==> src/rtl/cse_pkg.sv <==
package cse_pkg;

    // Width of the key field on both streams.
    localparam int KEY_W      = 8;
    // Number of low key bits that select a histogram bin.
    localparam int VALUE_BITS = 8;
    // Largest number of keys counted in one batch.
    localparam int MAX_ITEMS  = 64;

    localparam int NUM_BINS   = 1 << VALUE_BITS;
    localparam int BIN_W      = VALUE_BITS;
    localparam int CNT_W      = 7;
    localparam int LOAD_W     = $clog2(MAX_ITEMS + 1);

endpackage

==> src/rtl/counting_sort_engine_unit.sv <==
// Counting sort over batches of unsigned keys. Keys come in one per transfer on the
// s_axis side and are counted in a 256-bin histogram memory with one read and one
// write port; each counted key takes a read of the bin, then a write of the incremented
// count, so s_axis_tready drops for one cycle after every counted key that does not
// close the batch. Keys past the 64th of a batch are dropped without a stall and set
// the overflow flag that travels on m_axis_tuser with every result of that batch. The
// transfer with s_axis_tlast closes the batch; the block then walks the bins from zero
// upward, reading and then checking each bin visited, and sends each key once per
// count in ascending order, one result per cycle within a bin while m_axis_tready is
// high, with m_axis_tlast on the final one. Bins are cleared as they are read. No input
// is taken during emission. After reset the block clears every bin before it is ready.
module counting_sort_engine_unit import cse_pkg::*; (
    input  logic             i_clk,
    input  logic             i_rst_n,
    input  logic             s_axis_tvalid,
    output logic             s_axis_tready,
    input  logic [KEY_W-1:0] s_axis_tdata,   // [7:0] key
    input  logic             s_axis_tlast,   // batch_end
    output logic             m_axis_tvalid,
    input  logic             m_axis_tready,
    output logic [KEY_W-1:0] m_axis_tdata,   // [7:0] sorted_key
    output logic             m_axis_tlast,   // run_end
    output logic             m_axis_tuser    // [0] overflowed
);

    typedef enum logic [2:0] {
        ST_CLEAR,
        ST_IDLE,
        ST_INC,
        ST_SCAN_RD,
        ST_SCAN_CHK,
        ST_EMIT
    } t_state;

    t_state             r_state,  n_state;
    logic [BIN_W-1:0]   r_bin,    n_bin;
    logic [BIN_W-1:0]   r_key,    n_key;
    logic               r_last,   n_last;
    logic [LOAD_W-1:0]  r_loaded, n_loaded;
    logic               r_drop,   n_drop;
    logic [CNT_W-1:0]   r_cnt,    n_cnt;

    logic [CNT_W-1:0]   r_mem [NUM_BINS];
    logic [CNT_W-1:0]   r_rdata;

    logic               w_we;
    logic [BIN_W-1:0]   w_waddr;
    logic [CNT_W-1:0]   w_wdata;
    logic [BIN_W-1:0]   w_raddr;
    logic               w_in_xfer;
    logic               w_out_xfer;

    assign s_axis_tready = (r_state == ST_IDLE);
    assign m_axis_tvalid = (r_state == ST_EMIT);
    assign m_axis_tdata  = KEY_W'(r_bin);
    assign m_axis_tlast  = (r_loaded == LOAD_W'(1));
    assign m_axis_tuser  = r_drop;

    assign w_in_xfer  = s_axis_tvalid && s_axis_tready;
    assign w_out_xfer = m_axis_tvalid && m_axis_tready;

    // One read and one write per cycle: reads follow the state, writes clear or increment.
    always_comb begin
        w_raddr = (r_state == ST_IDLE) ? s_axis_tdata[BIN_W-1:0] : r_bin;
        w_we    = 1'b0;
        w_waddr = r_bin;
        w_wdata = '0;
        case (r_state)
            ST_CLEAR: begin
                w_we = 1'b1;
            end
            ST_INC: begin
                w_we    = 1'b1;
                w_waddr = r_key;
                w_wdata = r_rdata + CNT_W'(1);
            end
            ST_SCAN_CHK: begin
                w_we = 1'b1;
            end
            default: begin
                w_we = 1'b0;
            end
        endcase
    end

    always_ff @(posedge i_clk) begin
        if (w_we) begin
            r_mem[w_waddr] <= w_wdata;
        end
        r_rdata <= r_mem[w_raddr];
    end

    always_comb begin
        n_state  = r_state;
        n_bin    = r_bin;
        n_key    = r_key;
        n_last   = r_last;
        n_loaded = r_loaded;
        n_drop   = r_drop;
        n_cnt    = r_cnt;
        case (r_state)
            ST_CLEAR: begin
                n_bin = r_bin + BIN_W'(1);
                if (&r_bin) begin
                    n_state = ST_IDLE;
                end
            end
            ST_IDLE: begin
                if (w_in_xfer) begin
                    n_key  = s_axis_tdata[BIN_W-1:0];
                    n_last = s_axis_tlast;
                    if (r_loaded < LOAD_W'(MAX_ITEMS)) begin
                        n_loaded = r_loaded + LOAD_W'(1);
                        n_state  = ST_INC;
                    end else begin
                        n_drop = 1'b1;
                        if (s_axis_tlast) begin
                            n_bin   = '0;
                            n_state = ST_SCAN_RD;
                        end
                    end
                end
            end
            ST_INC: begin
                if (r_last) begin
                    n_bin   = '0;
                    n_state = ST_SCAN_RD;
                end else begin
                    n_state = ST_IDLE;
                end
            end
            ST_SCAN_RD: begin
                n_state = ST_SCAN_CHK;
            end
            ST_SCAN_CHK: begin
                if (r_rdata == '0) begin
                    n_bin   = r_bin + BIN_W'(1);
                    n_state = ST_SCAN_RD;
                end else begin
                    n_cnt   = r_rdata;
                    n_state = ST_EMIT;
                end
            end
            ST_EMIT: begin
                if (w_out_xfer) begin
                    n_loaded = r_loaded - LOAD_W'(1);
                    n_cnt    = r_cnt - CNT_W'(1);
                    if (r_loaded == LOAD_W'(1)) begin
                        // Every loaded key has gone out, so the bins above are empty.
                        n_drop  = 1'b0;
                        n_state = ST_IDLE;
                    end else if (r_cnt == CNT_W'(1)) begin
                        n_bin   = r_bin + BIN_W'(1);
                        n_state = ST_SCAN_RD;
                    end
                end
            end
            default: begin
                n_state = ST_IDLE;
            end
        endcase
    end

    always_ff @(posedge i_clk) begin
        if (!i_rst_n) begin
            r_state  <= ST_CLEAR;
            r_bin    <= '0;
            r_loaded <= '0;
            r_drop   <= 1'b0;
            r_last   <= 1'b0;
        end else begin
            r_state  <= n_state;
            r_bin    <= n_bin;
            r_loaded <= n_loaded;
            r_drop   <= n_drop;
            r_last   <= n_last;
        end
        r_key <= n_key;
        r_cnt <= n_cnt;
    end

    a_no_overlap: assert property (@(posedge i_clk) disable iff (!i_rst_n)
        !(s_axis_tready && m_axis_tvalid))
        else $error("input accepted while emitting");

    a_emit_has_keys: assert property (@(posedge i_clk) disable iff (!i_rst_n)
        m_axis_tvalid |-> (r_loaded != '0) && (r_cnt != '0))
        else $error("result shown with nothing left to send");

    a_loaded_bound: assert property (@(posedge i_clk) disable iff (!i_rst_n)
        r_loaded <= LOAD_W'(MAX_ITEMS))
        else $error("batch count beyond limit");

    a_last_ends_run: assert property (@(posedge i_clk) disable iff (!i_rst_n)
        (m_axis_tvalid && m_axis_tready && m_axis_tlast) |=>
            (r_state == ST_IDLE) && (r_loaded == '0) && !r_drop)
        else $error("batch state not cleared after final result");

    a_last_in_bin: assert property (@(posedge i_clk) disable iff (!i_rst_n)
        (m_axis_tvalid && m_axis_tlast) |-> (r_cnt == CNT_W'(1)))
        else $error("final result while bin still holds keys");

endmodule

==> config.mk <==
export PLATFORM = sky130hd
export DESIGN_NAME = counting_sort_engine_unit
export DESIGN_NICKNAME = d
export VERILOG_FILES = /design/src/rtl/cse_pkg.sv /design/src/rtl/counting_sort_engine_unit.sv
export SDC_FILE = /design/constraint.sdc
export NUM_CORES = 2
export LEC_CHECK = 0
export BUFFER_PORTS_ARGS = -buffer_cell sky130_fd_sc_hd__buf_2
export CORE_MARGIN = 5
export CORE_UTILIZATION = 45
export DETAILED_ROUTE_END_ITERATION = 12
export HOLD_SLACK_MARGIN = 0.1
export PLACE_DENSITY_LB_ADDON = 0.08
export SLEW_MARGIN = 10
export SYNTH_ARGS = -nofsm -noshare
export SYNTH_HDL_FRONTEND = slang
export SYNTH_SLANG_ARGS = --single-unit
==> constraint.sdc <==
create_clock -name i_clk -period 10.51 [get_ports i_clk]
set_input_delay 0.5255 -clock i_clk [delete_from_list [all_inputs] [get_ports i_clk]]
set_output_delay 0.5255 -clock i_clk [all_outputs]
set_load 0.02 [all_outputs]
==> run summary <==
outcome - finished clean
Logic pwr share - 4.9%
placed instance area - 75340 sq um
cts repair resizes - 0
DPL Wire Length - 127700 microns
placed cell count - 6986
IO buf count - 24
most common cell after layout, fill and taps aside - edfxtp_1
chip width - 412.8 microns
ys async rst share - 0%
setup ws final - 4.837 ns
top post-synthesis cells by area - edfxtp_1 (74%), nand2_1 (4.7%), a21oi_1 (3.1%)
routability cong. - 0.8781
Routed Wire Length - 211300 microns
drt initial violations - 4974
vias in the first global route - 41650
Max H-tree Level - 4
commonest non-fill, non-tap cells in the layout - edfxtp_1 (1807), nand2_1 (908), a21oi_1 (450), nor2_1 (316), nand3_1 (286)
area grow syn2layout - 11.19%
GR peak layer - met2
Root Driver - clkbuf_16
slew of the pin with the lowest slew margin - 1.263 ns
DRC Markers - 0
global-route wire length before repair - 305200 microns
post-route cell area - 81170 sq um
Setup TNS - 0 ns
number of synthesized flops with an enable pin - 1807
slowest stage cell, crit path - buf_4
most used cell, CP - buf_4
total number of vias - 44080
Slew Limit Fails - 0
die height - 412.8 microns
Cell Area, Synth - 73000 sq um
Clock power frac - 42.0%
global routing usage on met3 - 4.941%
Initial Util - 45.36%
worst IR drop on VDD - 0.1582 mV
Detail Route Antenna Nets - 0
sequential share of the synthesized area - 75.07%
Synth top area share - 74.33%
gr ovfl total - 0
share of layout cells above drive strength 1 - 9.256%
Tcrit/Tclk final - 53.98%
post-synth top area cell - edfxtp_1
clk sink count - 1834
CP startpoint kind - flip-flop
clk_lat worst skew - 0.82 ns
r2r setup slk - 4.84 ns
reg2reg start - r_state[0]$_SDFFE_PN0P_
final setup fails - 0
Final min period - 5.673 ns
num rows - 147
fmax - 176.3 MHz
pre-CTS setup slack - 4.810 ns
Worst Skew - 0.02948 ns
synth warn - 0
Final Hold Vio Count - 0
Max Cap Viol - 0
last element of the critical path - r_rdata[3]$_DFF_P_
Critical Path Max Stage Delay - 0.82 ns
M2 GR Usage - 37.32%
final non-filler cell total - 7340
Seq pwr share - 53.1%
Worst EP required - 11.16 ns
P_sw - 3.364 mW
post-DR wirelength/cell - 28.79 microns
Leakage - 28.98 nW
Pre-Repair DR Iteration Count - 7
Top FF cell, synth - edfxtp_1
Pwr Density - 184.5 nW/um^2
met1 Use GR - 36.76%
# nets final - 5051
Worst slew margin - 15.79%
Crit. Startpoint - r_state[0]$_SDFFE_PN0P_
Worst Path Max Fanout - 62
Avg Synthesized Cell Area - 14.46 sq um
critical path arrival - 6.32 ns
CTS Buf Count - 191
P_int - 11.61 mW
Net Count, Synth - 5071
GRT Util Overall - 24.58%
pin count of the biggest net entering global routing - 197
cells on worst reg2reg path - 11
Clock Path Buffers - 3
RR Endpoint - r_rdata[3]$_DFF_P_
Die ar. - 170400 sq um
CORE AREA - 160900 sq um
Sw Share - 22.46%
CTS tree - built
unrepaired setup endpoints after global routing - false
post-synthesis cell count - 5050
Reg clk slew, reported paths - 0.06 ns
Unique masters post-synth - 62
Fill cells - 13550
Worst Hold Depth - 5
critical path class - flip-flop to flip-flop
I/O pins - 25
initial antenna violation count - 7
number of synthesized register bits - 1834
CP endpoint kind - flip-flop
detailed-route vias per instance - 6.006
Worst Hold Class - input port to flip-flop
CP Cell Sequence - or3b_4 -> a21oi_4 -> buf_4 -> buf_4 -> buf_4 -> mux2i_1 -> mux2i_1 -> a22oi_1 -> nand3_1 -> o31ai_1 -> o2111ai_1
power by group through the flow:
| stage | Sequential (mW) | Clock (mW) | Combinational (mW) |
|---|---|---|---|
| after floorplan | 8.09 | 0 | 0.450 |
| after global placement | 8.10 | 0 | 0.732 |
| after detailed placement | 8.10 | 0 | 0.733 |
| after CTS | 7.95 | 6.39 | 0.738 |
| after global routing | 7.95 | 6.70 | 0.784 |
| final | 7.95 | 6.28 | 0.741 |
cells by family (layout without fill, tap and decap cells):
| logic type | count (synthesis) | after routing | synth area share (%) |
|---|---|---|---|
| flops | 1834 | 1834 | 75.07 |
| simple gates | 1664 | 1664 | 9.610 |
| fa+ha+maj | 8 | 8 | 0.1371 |
| buf+inv | 349 | 474 | 2.105 |
| mux | 247 | 247 | 4.694 |
| compound gates | 924 | 924 | 8.098 |
| xor+xnor | 24 | 24 | 0.2879 |
| other cells | 0 | 5 | 0 |
synthesized netlist by cell type, types with 7 or more instances:
library cell,number
edfxtp_1,1807
nand2_1,908
a21oi_1,452
nor2_1,326
nand3_1,292
clkbuf_1,211
mux2i_1,168
a22oi_1,143
a221oi_1,114
mux4_2,76
buf_2,67
nand4_1,65
o21ai_0,53
a32oi_1,41
buf_1,33
o2111ai_1,32
dfxtp_1,27
a31oi_1,24
nand3b_1,16
buf_6,14
xnor2_1,14
inv_1,13
o31ai_1,13
buf_4,10
nand2b_1,10
o41ai_1,10
xor2_1,10
ha_1,8
a2111oi_0,7
nor2b_1,7
metrics by stage:
step	power [mW]	util [%]	hold slack, ns
after global routing	15.43	50.43	0.2548
after global placement	8.835	46.81	0.5404
after floorplan	8.542	-	0.5066
after detailed placement	8.835	46.81	0.5477
final	14.98	50.44	0.2439
after CTS	15.07	50.43	0.1843
timing repair:
action / in CTS / in global routing
buffers inserted: 0 / 0
endpoints found under the hold margin: 17 / 0
endpoints found under the setup margin: 0 / 0
hold buffers: 11 / 0
cell type report:
| type | instances | area [sq um] | share of cell area, % |
|---|---|---|---|
| Tap cell | 2160 | 2703 | 3.329 |
| Antenna cell | 5 | 12.51 | 0.01541 |
| Inverter | 14 | 52.55 | 0.06474 |
| Sequential cell | 1834 | 54800 | 67.51 |
| Clock inverter | 97 | 668.1 | 0.8231 |
| Clock buffer | 241 | 5040 | 6.209 |
| Multi-Input combinational cell | 2867 | 16910 | 20.83 |
| Timing Repair Buffer | 122 | 983.4 | 1.212 |
flip-flops by register name, summed over array words and instances, names as in the netlist, 3 cells and up:
name,flops
r_mem,1792
r_key,8
m_axis_tdata,8
r_rdata,7
r_state,3
r_loaded,7
r_cnt,7
how the worst min path moves through the flow:
| stage | to | start |
|---|---|---|
| 2_1_floorplan | r_loaded[5]$_SDFFE_PN0P_ | r_loaded[5]$_SDFFE_PN0P_ |
| 3_3_place_gp | r_loaded[5]$_SDFFE_PN0P_ | r_loaded[5]$_SDFFE_PN0P_ |
| 3_5_place_dp | r_loaded[5]$_SDFFE_PN0P_ | r_loaded[5]$_SDFFE_PN0P_ |
| 4_1_cts | r_state[1]$_SDFFE_PN0P_ | s_axis_tvalid |
| 5_1_grt | r_state[1]$_SDFFE_PN0P_ | s_axis_tvalid |
| 6_report | r_state[1]$_SDFFE_PN0P_ | s_axis_tvalid |
worst max-delay path: cells and delay by family, from the launching register on:
| family | cells | cell delay (ns) |
|---|---|---|
| AOI/OAI and AO/OA | 4 | 1.64 |
| buffers and inverters | 3 | 1.83 |
| DFF | 1 | 0.66 |
| muxes | 2 | 0.44 |
| and+or+nand+nor | 2 | 0.87 |
layer usage:
layer  vias to the layer above  part of all wire, %
met3                       280                  8.3
met4                         2                  2.3
li1                      19310                    -
met2                      1809                   45
met1                     22680                   44
met5                         -               0.0062
(Power assumes the default switching activity.)
